### config.mk
export PLATFORM = sky130hd
export DESIGN_NAME = escape_sequence_key_decoder
export DESIGN_NICKNAME = d
export VERILOG_FILES = /design/src/rtl/esk_pkg.sv /design/src/rtl/esk_fsm.sv /design/src/rtl/escape_sequence_key_decoder.sv
export SDC_FILE = /design/constraint.sdc
export NUM_CORES = 1
export LEC_CHECK = 0
export ABC_AREA = 1
export BUFFER_PORTS_ARGS = -buffer_cell sky130_fd_sc_hd__buf_2
export CAP_MARGIN = 10
export CORE_AREA = 5 5 97 63
export DETAILED_ROUTE_END_ITERATION = 10
export DIE_AREA = 0 0 102 68
export HOLD_SLACK_MARGIN = 0.06
export MAX_ROUTING_LAYER = met4
export PLACE_DENSITY_LB_ADDON = 0.08
export SLEW_MARGIN = 15
export SYNTH_ARGS = -nofsm -noshare
export SYNTH_HDL_FRONTEND = slang
export SYNTH_HIERARCHICAL = 1
export SYNTH_SLANG_ARGS = --single-unit
export TNS_END_PERCENT = 10
### constraint.sdc
create_clock -name clk -period 4.1 [get_ports clk]
set_input_delay 1.025 -clock clk [delete_from_list [all_inputs] [get_ports clk]]
set_output_delay 1.025 -clock clk [all_outputs]
set_load 0.03 [all_outputs]
### src/rtl/esk_pkg.sv
// ----------------------------------------------------------------------------
// esk_pkg
// Shared types, byte constants, key codes and lookup functions for the
// terminal escape sequence key decoder.
// ----------------------------------------------------------------------------
`default_nettype none

package esk_pkg;

  // Field widths.
  localparam int unsigned ByteW = 8;
  localparam int unsigned KeyW  = 9;

  // Bytes that steer the sequence parser.
  localparam logic [ByteW-1:0] ByteEsc     = 8'h1B;
  localparam logic [ByteW-1:0] ByteTilde   = 8'h7E;
  localparam logic [ByteW-1:0] ByteBracket = 8'h5B;
  localparam logic [ByteW-1:0] ByteLetterO = 8'h4F;
  localparam logic [ByteW-1:0] ByteZero    = 8'h30;
  localparam logic [ByteW-1:0] ByteNine    = 8'h39;
  localparam logic [ByteW-1:0] ByteOne     = 8'h31;
  localparam logic [ByteW-1:0] ByteTwo     = 8'h32;
  localparam logic [ByteW-1:0] ByteThree   = 8'h33;
  localparam logic [ByteW-1:0] ByteFour    = 8'h34;
  localparam logic [ByteW-1:0] ByteFive    = 8'h35;
  localparam logic [ByteW-1:0] ByteSix     = 8'h36;
  localparam logic [ByteW-1:0] ByteSeven   = 8'h37;
  localparam logic [ByteW-1:0] ByteEight   = 8'h38;
  localparam logic [ByteW-1:0] ByteA       = 8'h41;
  localparam logic [ByteW-1:0] ByteB       = 8'h42;
  localparam logic [ByteW-1:0] ByteC       = 8'h43;
  localparam logic [ByteW-1:0] ByteD       = 8'h44;
  localparam logic [ByteW-1:0] ByteF       = 8'h46;
  localparam logic [ByteW-1:0] ByteH       = 8'h48;
  localparam logic [ByteW-1:0] ByteP       = 8'h50;
  localparam logic [ByteW-1:0] ByteQ       = 8'h51;
  localparam logic [ByteW-1:0] ByteR       = 8'h52;

  // Input command codes.
  localparam logic CmdByte = 1'b0;
  localparam logic CmdGap  = 1'b1;

  // Key codes.
  localparam logic [KeyW-1:0] KeyEsc    = 9'd27;
  localparam logic [KeyW-1:0] KeyUp     = 9'd256;
  localparam logic [KeyW-1:0] KeyDown   = 9'd257;
  localparam logic [KeyW-1:0] KeyRight  = 9'd258;
  localparam logic [KeyW-1:0] KeyLeft   = 9'd259;
  localparam logic [KeyW-1:0] KeyHome   = 9'd260;
  localparam logic [KeyW-1:0] KeyEnd    = 9'd261;
  localparam logic [KeyW-1:0] KeyDelete = 9'd262;
  localparam logic [KeyW-1:0] KeyPgUp   = 9'd263;
  localparam logic [KeyW-1:0] KeyPgDn   = 9'd264;
  localparam logic [KeyW-1:0] KeyF1     = 9'd265;
  localparam logic [KeyW-1:0] KeyF2     = 9'd266;
  localparam logic [KeyW-1:0] KeyF3     = 9'd267;
  localparam logic [KeyW-1:0] KeyF10    = 9'd268;

  // Parser phase.
  typedef enum logic [2:0] {
    PH_IDLE   = 3'd0,
    PH_ESC    = 3'd1,
    PH_PREFIX = 3'd2,
    PH_DIGIT  = 3'd3,
    PH_TWO    = 3'd4
  } phase_t;

  // Result of decoding one item.
  typedef struct packed {
    logic            emit;
    logic [KeyW-1:0] key;
  } dec_res_t;

  function automatic logic is_digit(input logic [ByteW-1:0] b);
    return (b >= ByteZero) && (b <= ByteNine);
  endfunction

  // Final byte of ESC [ x or ESC O x.
  function automatic logic [KeyW-1:0] letter_key(input logic [ByteW-1:0] prefix,
                                                 input logic [ByteW-1:0] b);
    logic [KeyW-1:0] k;
    k = KeyEsc;
    if (prefix == ByteBracket) begin
      case (b)
        ByteA:   k = KeyUp;
        ByteB:   k = KeyDown;
        ByteC:   k = KeyRight;
        ByteD:   k = KeyLeft;
        ByteH:   k = KeyHome;
        ByteF:   k = KeyEnd;
        default: k = KeyEsc;
      endcase
    end else if (prefix == ByteLetterO) begin
      case (b)
        ByteH:   k = KeyHome;
        ByteF:   k = KeyEnd;
        ByteP:   k = KeyF1;
        ByteQ:   k = KeyF2;
        ByteR:   k = KeyF3;
        default: k = KeyEsc;
      endcase
    end
    return k;
  endfunction

  // ESC [ digit ~.
  function automatic logic [KeyW-1:0] one_digit_key(input logic [ByteW-1:0] d);
    logic [KeyW-1:0] k;
    case (d)
      ByteOne:   k = KeyHome;
      ByteThree: k = KeyDelete;
      ByteFour:  k = KeyEnd;
      ByteFive:  k = KeyPgUp;
      ByteSix:   k = KeyPgDn;
      ByteSeven: k = KeyHome;
      ByteEight: k = KeyEnd;
      default:   k = KeyEsc;
    endcase
    return k;
  endfunction

  // ESC [ digit digit ~.
  function automatic logic [KeyW-1:0] two_digit_key(input logic [ByteW-1:0] d1,
                                                    input logic [ByteW-1:0] d2);
    logic [KeyW-1:0] k;
    k = KeyEsc;
    if (d1 == ByteTwo && d2 == ByteOne) begin
      k = KeyF10;
    end else if (d1 == ByteOne && d2 == ByteOne) begin
      k = KeyF1;
    end else if (d1 == ByteOne && d2 == ByteTwo) begin
      k = KeyF2;
    end else if (d1 == ByteOne && d2 == ByteThree) begin
      k = KeyF3;
    end
    return k;
  endfunction

endpackage

`default_nettype wire

### src/rtl/esk_fsm.sv
// ----------------------------------------------------------------------------
// esk_fsm
// Sequence parser: holds the phase, prefix and first digit, and decodes one
// registered item into at most one key code per step.
// ----------------------------------------------------------------------------
`default_nettype none

module esk_fsm (
  input  wire logic                      clk,
  input  wire logic                      rst_n,
  input  wire logic                      step,
  input  wire logic                      cmd,
  input  wire logic [esk_pkg::ByteW-1:0] data_byte,
  output esk_pkg::dec_res_t              res
);
  import esk_pkg::*;

  phase_t           phase_r,  phase_nxt;
  logic [ByteW-1:0] prefix_r, prefix_nxt;
  logic [ByteW-1:0] digit_r,  digit_nxt;

  logic b_digit;
  logic br_digit;
  logic two_dig;

  assign b_digit  = is_digit(data_byte);
  assign br_digit = (prefix_r == ByteBracket) && b_digit;
  assign two_dig  = ((digit_r == ByteOne) || (digit_r == ByteTwo)) && b_digit;

  // Next phase.
  always_comb begin
    phase_nxt = PH_IDLE;
    if (cmd == CmdByte) begin
      case (phase_r)
        PH_IDLE:   phase_nxt = (data_byte == ByteEsc) ? PH_ESC : PH_IDLE;
        PH_ESC:    phase_nxt = PH_PREFIX;
        PH_PREFIX: phase_nxt = br_digit ? PH_DIGIT : PH_IDLE;
        PH_DIGIT:  phase_nxt = two_dig ? PH_TWO : PH_IDLE;
        PH_TWO:    phase_nxt = PH_IDLE;
        default:   phase_nxt = (data_byte == ByteEsc) ? PH_ESC : PH_IDLE;
      endcase
    end
  end

  // Result and the captured bytes.
  always_comb begin
    res.emit   = 1'b0;
    res.key    = KeyEsc;
    prefix_nxt = prefix_r;
    digit_nxt  = digit_r;
    if (cmd == CmdGap) begin
      // A gap closes an open sequence with the escape key.
      case (phase_r)
        PH_ESC, PH_PREFIX, PH_DIGIT, PH_TWO: res.emit = 1'b1;
        default:                             res.emit = 1'b0;
      endcase
    end else begin
      case (phase_r)
        PH_ESC: begin
          prefix_nxt = data_byte;
        end
        PH_PREFIX: begin
          if (br_digit) begin
            digit_nxt = data_byte;
          end else begin
            res.emit = 1'b1;
            res.key  = letter_key(prefix_r, data_byte);
          end
        end
        PH_DIGIT: begin
          if (two_dig) begin
            prefix_nxt = data_byte;
          end else begin
            res.emit = 1'b1;
            res.key  = (data_byte == ByteTilde) ? one_digit_key(digit_r) : KeyEsc;
          end
        end
        PH_TWO: begin
          res.emit = 1'b1;
          res.key  = (data_byte == ByteTilde) ? two_digit_key(digit_r, prefix_r)
                                              : KeyEsc;
        end
        default: begin
          // Idle: plain bytes pass through, escape opens a sequence.
          res.emit = (data_byte != ByteEsc);
          res.key  = {1'b0, data_byte};
        end
      endcase
    end
  end

  // State registers advance once per decoded item.
  always_ff @(posedge clk) begin
    if (!rst_n) begin
      phase_r  <= PH_IDLE;
      prefix_r <= '0;
      digit_r  <= '0;
    end else if (step) begin
      phase_r  <= phase_nxt;
      prefix_r <= prefix_nxt;
      digit_r  <= digit_nxt;
    end
  end

endmodule

`default_nettype wire

### src/rtl/escape_sequence_key_decoder.sv
// ----------------------------------------------------------------------------
// escape_sequence_key_decoder
// Turns terminal bytes and read gaps into key codes: plain bytes pass
// through, escape sequences become cursor, editing and function keys.
// ----------------------------------------------------------------------------
//
//   Channel  Direction  Handshake           Payload
//   in_      input      in_valid/in_stall   in_cmd, in_data_byte
//   out_     output     out_valid/out_stall out_key_code
//
// One item is accepted per clock while in_stall is low. An item is held in the
// input register, is decoded there and lands in the output register, which
// presents the key once the final byte of a sequence has been decoded.
// Reset (rst_n low, synchronous) empties both registers and returns the
// parser to idle. A stalled output holds the input register; the input
// keeps flowing while the output register is empty or being taken.
`default_nettype none

module escape_sequence_key_decoder (
  input  wire logic                     clk,
  input  wire logic                     rst_n,
  input  wire logic                     in_valid,
  output      logic                     in_stall,
  input  wire logic                     in_cmd,
  input  wire logic [esk_pkg::ByteW-1:0] in_data_byte,
  output      logic                     out_valid,
  input  wire logic                     out_stall,
  output      logic [esk_pkg::KeyW-1:0] out_key_code
);
  import esk_pkg::*;

  logic             in_vld_r;
  logic             in_cmd_r;
  logic [ByteW-1:0] in_byte_r;
  logic             out_vld_r, out_vld_nxt;
  logic [KeyW-1:0]  out_key_r;
  logic             adv;
  dec_res_t         res;

  // The registered item is decoded when the output register can take it.
  assign adv      = in_vld_r && (!out_vld_r || !out_stall);
  assign in_stall = in_vld_r && !adv;

  esk_fsm u_fsm (
    .clk       (clk),
    .rst_n     (rst_n),
    .step      (adv),
    .cmd       (in_cmd_r),
    .data_byte (in_byte_r),
    .res       (res)
  );

  // Input register.
  always_ff @(posedge clk) begin
    if (!rst_n) begin
      in_vld_r <= 1'b0;
    end else if (!in_stall) begin
      in_vld_r <= in_valid;
    end
  end

  always_ff @(posedge clk) begin
    if (!in_stall && in_valid) begin
      in_cmd_r  <= in_cmd;
      in_byte_r <= in_data_byte;
    end
  end

  // Output register.
  always_comb begin
    out_vld_nxt = out_vld_r;
    if (adv) begin
      out_vld_nxt = res.emit;
    end else if (!out_stall) begin
      out_vld_nxt = 1'b0;
    end
  end

  always_ff @(posedge clk) begin
    if (!rst_n) begin
      out_vld_r <= 1'b0;
    end else begin
      out_vld_r <= out_vld_nxt;
    end
  end

  always_ff @(posedge clk) begin
    if (adv && res.emit) begin
      out_key_r <= res.key;
    end
  end

  assign out_valid    = out_vld_r;
  assign out_key_code = out_key_r;

endmodule

`default_nettype wire

== After elaboration in Yosys (flattened, before gate mapping) ==
Index checks and enable logic that the tools add are counted.
Storage, ports and cells
  output and inout port bits: 11
  logic and storage cells: 90
  flip-flop bits (word level): 39
Operators by class
  reductions and logical operators: 23
  $lt $le $gt $ge: 2
  equal/unequal tests: 31
  bitwise gates (word level): 1
  mux-type cells: 25
Operators with widths (number)
  equality test 8 x 7 -> 1 bit (second input constant): 12
  case mux 9 bit (5 select lines): 2
  equality test 8 x 6 -> 1 bit (second input constant): 11
  two-way mux 9 bit: 8
  case mux 9 bit (6 select lines): 1
  case mux 10 bit (4 select lines): 1
  two-way mux 10 bit: 2
  case mux 8 bit (2 select lines): 1
  case mux 3 bit (4 select lines): 1
  logical AND 1 bit: 11
  equality test 8 x 5 -> 1 bit (second input constant): 1
  >= comparator 8 x 6 -> 1 bit (second input constant): 1
  less-or-equal comparator 8 x 6 -> 1 bit (second input constant): 1
  two-way mux 8 bit: 1
  != test 8 x 5 -> 1 bit (second input constant): 1
  AND reduction 4 bit: 2
  equality test 3 x 2 -> 1 bit (second input constant): 2
  two-way mux 3 bit: 2
  two-way mux 1 bit: 5
  zero test 1 bit: 4
  != test 2 x 1 -> 1 bit (second input constant): 2
  OR reduction 2 bit: 2
  OR reduction 4 bit: 1
  equality test 3 x 1 -> 1 bit (second input constant): 1
  other kinds (5): 6

== Logic depth before layout (Yosys ltp) ==
Gate-level depths: netlist of the first run.
  word-level depth: 10
  mapped depth: 15
  depth with buffers taken out: 15

== Cells and area by module ==
Netlist of the first run, hierarchy kept.
By module, submodules not included
  esk_fsm: cells an instance 296, sequential area each 380.4 um^2, times used 1, area each 1727.9 um^2
  escape_sequence_key_decoder: cells an instance 35, sequential area each 580.6 um^2, times used 1, area each 644.4 um^2

== Least setup slack after synthesis of the first run ==
No wires, ideal clock.
  path kind: input to output
  start: input port out_stall
  end: output port in_stall
  stages on the path: 2
  path slack: 1724 ps
  arrival time: 1351 ps
  data required time: 3075 ps
  cells stage by stage: nand3_1 -> inv_1
On the way
  cells in the longest elaborated chain, start to end: 5
RTL lines
  from (decl): RTL line escape_sequence_key_decoder.sv:27  | input wire logic out_stall,
  zero test 1 bit
  logical OR 1 bit: RTL line escape_sequence_key_decoder.sv:41  | assign adv = in_vld_r && (!out_vld_r || !out_stall);
  logical AND 1 bit: RTL line escape_sequence_key_decoder.sv:41
  zero test 1 bit: RTL line escape_sequence_key_decoder.sv:42  | assign in_stall = in_vld_r && !adv;
  logical AND 1 bit: RTL line escape_sequence_key_decoder.sv:42
  to (decl): RTL line escape_sequence_key_decoder.sv:23  | output logic in_stall,
No other way between the ends.

== Worst setup path in the final report of the first run ==
Same ends and word-level chain as after synthesis.

==> metrics, run 1 <==
status=completed; Num CTS Buffers=5; clock latency on the worst-skew pair=0.30 ns; Slew HR=68.4%; core area=5230 um^2; setup ws final=1.58 ns; Worst Tran Pin Value=between 0.4 and 0.5 ns; total track usage=between 10% and 20%; clk sinks=39; Yosys cell types=34; hpwl dp=between 4 and 5 mm; min-delay src=u_fsm/digit_r[7]$_SDFFE_PN0P_; routability congestion estimate=0.922; commonest non-fill, non-tap cell in the layout=nand2_1; Min-Delay Path Depth=2; Initial Util=45.4%; reg2reg start=in_byte_r[4]$_DFFE_PP_; row count=21; routed wire length=~5.9 mm; setup TNS=0 ns; final hold vios=0; CP delay by family, top=buffers and inverters; cells after synthesis=331; syn nets=between 300 and 400; worst-path fanout max=3; Reg2Reg Capture Point=out_key_code[2]$_DFFE_PP_; clk_skew=0.00687 ns; Post-Synthesis Cell Area=2370 um^2; Reg clk slew, reported paths=0.08 ns; Slowest-stage cell, CP=buf_2; ANT nets after route=0; Seq cells post-synth=39; first-pass GRT wire length=9.62 mm; initial antenna violation count=0; DR DRC count=0; Area Growth Syn to Fin=12.4%; pre-CTS WS=1.56 ns; Pre-Repair DR Iteration Count=4; FMAX=396 MHz; share of cells above drive strength 1=about a fifth; vias=2,133; most frequent cells in the layout=nand2_1 (70), nor2_1 (48), inv_1 (41); reg2reg path depth=12; VDD IR max=roughly 0.18 mV; # port buffers=23; CP max stage delay=0.19 ns; final slew viol count=0; CP Launch Type=primary input; n_diodes=0; routed length per instance=13.7 um; vias per cell=4.98; die height=about 68 um; Required @ worst endpoint=3.07 ns; maxcap violations=0; clock root buffer=clkbuf_8; hold_buf cts=0; Yosys warnings=6; PnR Total Power=817 uW; post-CTS setup buffers=0; largest net degree at the start of global routing=17; GRT overflow=0; CTS HTree Levels=2; Die Wd=102 um; RSZ-0062 raised after global routing=no; Worst setup EP type=output port; PwrDens=~310 nW/um^2; hold crit path type=reg -> reg; fin crit period=2.52 ns; number of buffer and inverter stages on the critical path=3; number of global-route vias before repair=1,917; CTS tree=done; PostCTS Resize Cnt=0; crit path DAT=1.50 ns; leakage=0.00115 uW; crit-path cells=buf_2 > nand3_1 > inv_1 > buf_2; # nets final=~370; final period utilization=approximately 60%; I/O pins=24; Max Buffers Root-to-Sink=2; Seq/Total Area, Yosys=40.5%; final setup vio count=0; DRT iter0 DRCs=around 150; most used cell, CP=buf_2; WS Path Type=in -> out; average size of a mapped cell=7.17 um^2; Worst R2R Setup Slack=1.91 ns; die area=around 7000 um^2; Min-Delay Endpoint=u_fsm/digit_r[7]$_SDFFE_PN0P_
## Yosys cell counts (all sizes together)
master | n | share of area, %
edfxtp | 18 | 23
dfxtp | 21 | 18
buf | 3 | 1.2
nor4 | 1 | 0.26
nand4 | 8 | 2.4
nand3b | 1 | 0.32
nand3 | 31 | 7.5
o21bai | 1 | 0.32
clkinv | 1 | 0.16
o21ai | 21 | 4.7
nor3 | 9 | 3.1
clkbuf | 1 | 0.16
nand2 | 84 | 16
o21a | 2 | 0.63
a21oi | 21 | 4.6
nor2 | 54 | 9.6
xnor2 | 1 | 0.37
a21boi | 1 | 0.32
a31oi | 1 | 0.26
inv | 51 | 8.1
## kinds of logic after synthesis
| kind of cell | Yosys count | synth area share [%] |
|---|---|---|
| AOI/OAI and AO/OA | 47 | 10.9 |
| and+or+nand+nor | 188 | 38.7 |
| DFF | 39 | 40.5 |
| buffers and inverters | 56 | 9.55 |
| xor gates and xnor gates | 1 | 0.369 |
## worst max-delay path by stage
stage / depth (start not counted) / endpoint / from
2_1_floorplan: 2 / in_stall / out_stall
3_3_place_gp: 4 / in_stall / out_stall
3_5_place_dp: 4 / in_stall / out_stall
4_1_cts: 4 / in_stall / out_stall
5_1_grt: 4 / in_stall / out_stall
6_report: 4 / in_stall / out_stall
## layout make-up
type | instances | area [um^2]
Clock buffer | 5 | 68.8
Clock inverter | 3 | 47.5
Fill cell | 526 | 2560
Inverter | 52 | 195
Multi-Input combinational cell | 236 | 1180
Sequential cell | 39 | 961
Tap cell | 69 | 86.3
Timing Repair Buffer | 24 | 123
## state kept, by name, indices dropped and copies added (netlist names)
register,flops
out_key_code,9
in_byte_r,8
u_fsm/digit_r,8
u_fsm/prefix_r,8
u_fsm/phase_r,3
in_cmd_r,1
in_vld_r,1
out_valid,1
## worst register-to-register path: stages (launching register included)
cell and delay, ns:
edfxtp_1 0.57, nand2_2 0.17, clkinv_1 0.11, nand4_2 0.08, inv_2 0.07, nand2_2 0.08
nand2_1 0.07, nand4_1 0.10, nand2_1 0.05, o21ai_0 0.09, inv_1 0.09, nor3_1 0.20
buf_4 0.22
## through the flow
stage,hold slack [ns],std cells,instance area (um^2),utilization [%]
detailed placement,0.457,420,2550,48.8
floorplan,0.440,331,2370,-
global placement,0.447,420,2550,48.8
global route,0.494,428,2670,51.0
CTS,0.472,428,2670,51.0
finish,0.472,428,2670,51.0
## where the power goes
part | switching, uW | total, uW | internal (uW)
Clock | 152 | 336 | 185
Sequential | 12.7 | 429 | 416
Combinational | 34.9 | 51.4 | 16.5
## layer usage
layer  global-route usage, %  share of wire (%)  wire [um]
met1                    27.8                 55       3220
met4                    5.07               0.73         43
met5                       -                  0          0
met3                    4.07                6.1        358
met2                    25.1                 38       2250
(Power assumes the default switching activity.)
==> run 2, diff against run 1 <==
==> constraint.sdc (replaced) <==
create_clock -name clk -period 2 [get_ports clk]
set_input_delay 0.5 -clock clk [delete_from_list [all_inputs] [get_ports clk]]
set_output_delay 0.5 -clock clk [all_outputs]
set_load 0.03 [all_outputs]
==> run 2 against run 1 <==
  * Global-route usage about the same
  * Power increased by 87%
  * Die area unchanged
  * Clock skew increased by 0.00096 ns
  * Critical endpoint is now out_key_code[8]$_DFFE_PP_
  * First-iteration DRC count decreased by 7.2%
  * Sequential share of layout area decreased by 1.1 points
  * Clock power increased by 56%
  * Critical path type is now reg -> reg
  * Wire length increased by 1.5%
==> metrics, run 2 (same netlist as run 1, synthesis figures left out) <==
vias per cell=5.01 (was 4.98); Worst R2R Setup Slack=0.06 ns (was 1.91 ns); routed length per instance=13.5 um (was 13.7 um); final period utilization=96.9%; RSZ-0062 raised after global routing=yes (was no); Worst Tran Pin Value=0.441 ns (was 0.474 ns); most frequent cells in the layout=nand2_1 (70), nor2_1 (46), inv_1 (40) (was nand2_1 (70), nor2_1 (48), inv_1 (41)); Initial Util=45.4% (unchanged); Worst setup EP type=flop (was output port); final hold vios=0 (unchanged); worst-path fanout max=5 (was 3); core area=5230 um^2 (unchanged); routability congestion estimate=0.935 (was 0.922); clock root buffer=clkbuf_8 (unchanged); I/O pins=24 (unchanged); CTS tree=done (unchanged); clk_skew=0.00783 ns (was 0.00687 ns); GRT overflow=0 (unchanged); final setup vio count=0 (unchanged); final slew viol count=0 (unchanged); largest net degree at the start of global routing=17 (unchanged); pre-CTS WS=-0.00626 ns (was 1.56 ns); CTS HTree Levels=2 (unchanged); Pre-Repair DR Iteration Count=5 (was 4); n_diodes=0 (unchanged); maxcap violations=0 (unchanged); share of cells above drive strength 1=24.8% (was 20.1%); die height=68 um (unchanged); ANT nets after route=0 (unchanged); Slew HR=70.6% (was 68.4%); status=completed (unchanged); clk sinks=39 (unchanged); DRT iter0 DRCs=141 (was 152); crit path DAT=2.00 ns (was 1.50 ns); initial antenna violation count=0 (unchanged); routed wire length=5.96 mm (was 5.87 mm); max FFs per register=9 (unchanged); # nets final=383 (was 371); Area Growth Syn to Fin=16.2% (was 12.4%); first-pass GRT wire length=9.48 mm (was 9.62 mm); row count=21 (unchanged); PwrDens=554 nW/um^2 (was 306 nW/um^2); CP Launch Type=flop (was primary input); final hold slack=0.378 ns (was 0.472 ns); fin crit period=1.94 ns; Placed Cells=428 (was 420); commonest non-fill, non-tap cell in the layout=nand2_1 (unchanged); FMAX=516 MHz; die area=6940 um^2 (unchanged); total track usage=18.7% (about the same); setup TNS=0 ns (unchanged); Max Buffers Root-to-Sink=2 (unchanged); PnR Total Power=1530 uW (was 817 uW); DR DRC count=0 (unchanged); hpwl dp=4.67 mm (was 4.51 mm); Required @ worst endpoint=2.06 ns (was 3.07 ns); Die Wd=102 um (unchanged); hold crit path type=in -> reg (was reg -> reg); VDD IR max=0.382 mV (was 0.180 mV); clock latency on the worst-skew pair=0.29 ns (was 0.30 ns); setup ws final=0.0618 ns (was 1.58 ns); leakage=0.00120 uW (was 0.00115 uW); WS Path Type=reg -> reg (was in -> out); Num CTS Buffers=5 (unchanged); Final Non-Filler Cells=440 (was 428); # port buffers=23 (unchanged); vias=2,205 (was 2,133); number of global-route vias before repair=1,911 (was 1,917); Reg clk slew, reported paths=0.08 ns (about the same)
-- run 2: where the power goes --
| part | internal, uW | switching [uW] | total [uW] |
|---|---|---|---|
| clock | 246 | 278 | 524 |
| combinational | 46.2 | 88.5 | 135 |
| sequential | 853 | 15.0 | 868 |
-- run 2: through the flow --
step | cell area (um^2) | utilization (%)
after floorplan | 2380 | -
final | 2760 | 52.7
after global placement | 2620 | 50.0
after global routing | 2760 | 52.7
after CTS | 2710 | 51.8
after detailed placement | 2620 | 50.0
-- run 2: repair_timing --
item / CTS / global route
gates cloned: 0 / 1
pin swaps: 0 / 1
setup endpoints to repair: 9 / 11
hold buffers: 0 / 0
resized for setup: 0 / 12
buffers inserted: 1 / 2
endpoints found under the hold margin: 0 / 0
-- run 2: cell type report --
cell class,count,area [um^2]
flip-flops and latches,39,965
repair buffers,36,220
fillers,520,2470
clock buffers,6,72.6
inverters,52,195
well taps,69,86.3
multi-input cells,236,1200
clock inverters,2,13.8
-- run 2: layer usage --
layer / vias up / share of wire [%] / GRT usage [%]
met5: - / 0 / -
met4: 0 / 0.67 / 3.44
met3: 7 / 8.7 / 4.07
met2: 89 / 38 / 23.6
met1: 962 / 52 / 29.6
li1: 1147 / - / -
-- run 2: critical path, stage by stage, from the launching register on --
cell and delay, ns:
edfxtp_1 0.49, nor2_1 0.22, nand4_2 0.14, inv_2 0.12, nand2_2 0.08, nand2_1 0.08, nand4_1 0.08, nand2_1 0.07
o21ai_0 0.09, inv_1 0.13, nor3_4 0.07, buf_6 0.14
-- run 2: worst paths after layout --
| check | startpoint | end | cells past startpoint |
|---|---|---|---|
| setup / recovery | in_byte_r[7]$_DFFE_PP_ | out_key_code[8]$_DFFE_PP_ | 11 |
| hold / removal | in_data_byte[7] | in_byte_r[7]$_DFFE_PP_ | 1 |
| setup reg to reg | in_byte_r[7]$_DFFE_PP_ | out_key_code[8]$_DFFE_PP_ | 11 |
| hold reg to reg | u_fsm/digit_r[7]$_SDFFE_PN0P_ | u_fsm/digit_r[7]$_SDFFE_PN0P_ | 2 |
==> run 3, diff against run 2 <==
--- a/config.mk
+++ b/config.mk
@@ -8,9 +8,9 @@
 export ABC_AREA = 1
 export BUFFER_PORTS_ARGS = -buffer_cell sky130_fd_sc_hd__buf_2
 export CAP_MARGIN = 10
-export CORE_AREA = 5 5 97 63
+export CORE_AREA = 5 5 106 58
 export DETAILED_ROUTE_END_ITERATION = 10
-export DIE_AREA = 0 0 102 68
+export DIE_AREA = 0 0 111 63
 export HOLD_SLACK_MARGIN = 0.06
 export MAX_ROUTING_LAYER = met4
 export PLACE_DENSITY_LB_ADDON = 0.08
==> run 3 against run 2 <==
  * First-iteration DRC count increased by 51%
  * Global-route usage decreased by 0.52 points
  * Clock power increased by 3%
  * Combinational power increased by 10%
  * Core utilization increased by 2.2 points
  * Power increased by 2.0%
  * Die area increased by 0.82%
  * Design area increased by 3.7%
  * Clock-buffer cell count unchanged
  * Via count increased by 4.1%
  * Critical path depth decreased by 2
  * Maximum frequency increased by 0.53%
  * Largest power group unchanged
  * Highest routed layer unchanged
==> metrics, run 3 (same netlist as run 1, synthesis figures left out) <==
Util after Layout=54.9% (was 52.7%); # port buffers=23 (unchanged); leakage=0.00124 uW (was 0.00120 uW); CTS tree=done (unchanged); VDD IR max=0.341 mV (was 0.382 mV); routed wire length=6.27 mm (was 5.96 mm); Area Growth Syn to Fin=20.6% (was 16.2%); largest net degree at the start of global routing=17 (unchanged); final slew viol count=0 (unchanged); initial antenna violation count=0 (unchanged); clock root buffer=clkbuf_8 (unchanged); Reg area=965 um^2 (unchanged); GR Layer Usage met3=4.84% (was 4.07%); Reg clk slew, reported paths=0.08 ns (about the same); vias per cell=5.07 (was 5.01); switching share of power=25.8% (was 25.0%); n_diodes=0 (unchanged); Reg2Reg Capture Point=out_key_code[6]$_DFFE_PP_ (was out_key_code[8]$_DFFE_PP_); # fillers=500 (was 520); sequential power share=55.8% (was 56.9%); # nets final=392 (was 383); routed length per instance=13.8 um (was 13.5 um); commonest non-fill, non-tap cell in the layout=nand2_1 (unchanged); Worst Tran Pin Value=0.467 ns (was 0.441 ns); die area=6990 um^2 (was 6940 um^2); reg2reg start=u_fsm/phase_r[2]$_SDFFE_PN0P_ (was in_byte_r[7]$_DFFE_PP_); Worst setup EP type=flop (unchanged); multi-input gate area in the final layout=1230 um^2 (was 1200 um^2); share of cells above drive strength 1=28.9% (was 24.8%); final period utilization=96.4% (was 96.9%); row count=19 (was 21); I/O pins=24 (unchanged); number of global-route vias before repair=1,888 (was 1,911); hpwl dp=4.76 mm (was 4.67 mm); DR DRC count=0 (unchanged); Required @ worst endpoint=2.02 ns (was 2.06 ns); core area=5210 um^2 (was 5230 um^2); Max Buffers Root-to-Sink=2 (unchanged); Worst R2R Setup Slack=0.07 ns (was 0.06 ns); GRT overflow=0 (unchanged); fin crit period=1.93 ns (was 1.94 ns); DRT iter0 DRCs=213 (was 141); die height=63 um (was 68 um); Clock Power Share=34.6% (was 34.3%); design internal power=1160 uW (was 1150 uW); Initial Util=45.6% (was 45.4%); setup TNS=0 ns (unchanged); worst-path fanout max=9 (was 5); M2 GR Usage=20.5% (was 23.6%); CP Capture Point=out_key_code[6]$_DFFE_PP_ (was out_key_code[8]$_DFFE_PP_); first-pass GRT wire length=9.72 mm (was 9.48 mm); CP Launch Type=flop (unchanged); hold crit path type=in -> reg (unchanged); final setup vio count=0 (unchanged); PwrDens=544 nW/um^2 (was 554 nW/um^2); CTS HTree Levels=2 (unchanged); status=completed (unchanged); total track usage=18.1% (was 18.7%); GRT busiest layer=met1 (unchanged); crit path DAT=1.94 ns (was 2.00 ns); max FFs per register=9 (unchanged); Comb power frac=9.6% (was 8.8%); WS Path Type=reg -> reg (unchanged); most frequent cells in the layout=nand2_1 (67), nor2_1 (42), inv_1 (38) (was nand2_1 (70), nor2_1 (46), inv_1 (40)); final hold vios=0 (unchanged); Die Wd=111 um (was 102 um); Pre-Repair DR Iteration Count=5 (unchanged); PnR Total Power=1560 uW (was 1530 uW); grt met1 use=29.8% (was 29.6%); FMAX=519 MHz (was 516 MHz); sw power=402 uW (was 382 uW); vias=2,295 (was 2,205); Num CTS Buffers=5 (unchanged); maxcap violations=0 (unchanged); reg2reg path depth=9 (was 11); clk_skew=0.0106 ns (was 0.00783 ns); Setup crit start=u_fsm/phase_r[2]$_SDFFE_PN0P_ (was in_byte_r[7]$_DFFE_PP_); clock latency on the worst-skew pair=0.29 ns (about the same); ANT nets after route=0 (unchanged); clk sinks=39 (unchanged); Slew HR=68.8% (was 70.6%); routability congestion estimate=0.884 (was 0.935)
[run 3: power groups by stage]
stage	sequential, uW	combinational (uW)	clock [uW]
floorplan	896	63.6	0
global placement	891	119	0
detailed placement	890	119	0
CTS	870	125	546
global route	872	163	598
finish	870	149	538
[run 3: critical path: stages, from the launching register on]
cell	delay [ns]
dfxtp_1	0.41
inv_1	0.10
nand2_2	0.16
nand3_4	0.17
inv_2	0.13
o21ai_2	0.07
o21ai_2	0.15
inv_2	0.07
nor3_4	0.22
buf_6	0.18
[run 3: how the worst min path moves through the flow]
stage	start	to	slack, ns	cells after the start
6_report	in_data_byte[0]	in_byte_r[0]$_DFFE_PP_	0.37	1
5_1_grt	in_cmd	in_cmd_r$_DFFE_PP_	0.35	1
4_1_cts	in_data_byte[5]	in_byte_r[5]$_DFFE_PP_	0.36	1
3_5_place_dp	u_fsm/digit_r[5]$_SDFFE_PN0P_	u_fsm/digit_r[5]$_SDFFE_PN0P_	0.46	1
3_3_place_gp	u_fsm/digit_r[4]$_SDFFE_PN0P_	u_fsm/digit_r[4]$_SDFFE_PN0P_	0.45	1
2_1_floorplan	u_fsm/digit_r[4]$_SDFFE_PN0P_	u_fsm/digit_r[4]$_SDFFE_PN0P_	0.44	1
[run 3: area by class of cell]
type,instances,area share (%)
clock buffers,6,2.54
clock inverters,2,0.481
inverters,52,6.91
multi-input cells,236,43.1
flip-flops and latches,39,33.7
well taps,73,3.19
repair buffers,45,10.1
[run 3: what timing repair did]
action / CTS / global route
hold buffers: 0 / 0
pin swaps: 0 / 14
gates resized for setup: 2 / 23
endpoints found under the setup margin: 9 / 15
cloned: 0 / 1
buffers inserted: 3 / 10
[run 3: per-layer routing]
layer | part of all wire (%) | wire length, um
met4 | 0.49 | 31
met1 | 54 | 3370
met3 | 11 | 660
met5 | 0 | 0
met2 | 35 | 2210
[run 3: stage by stage]
| step | std cells | setup WS (ns) | cell area, um^2 | hold WS, ns |
|---|---|---|---|---|
| after detailed placement | 432 | -0.0400 | 2620 | 0.457 |
| after global placement | 432 | -0.0237 | 2620 | 0.446 |
| final | 453 | 0.0721 | 2860 | 0.373 |
| after global routing | 453 | -0.00516 | 2860 | 0.351 |
| after floorplan | 331 | 0.00924 | 2380 | 0.440 |
| after CTS | 443 | 0.0130 | 2730 | 0.365 |
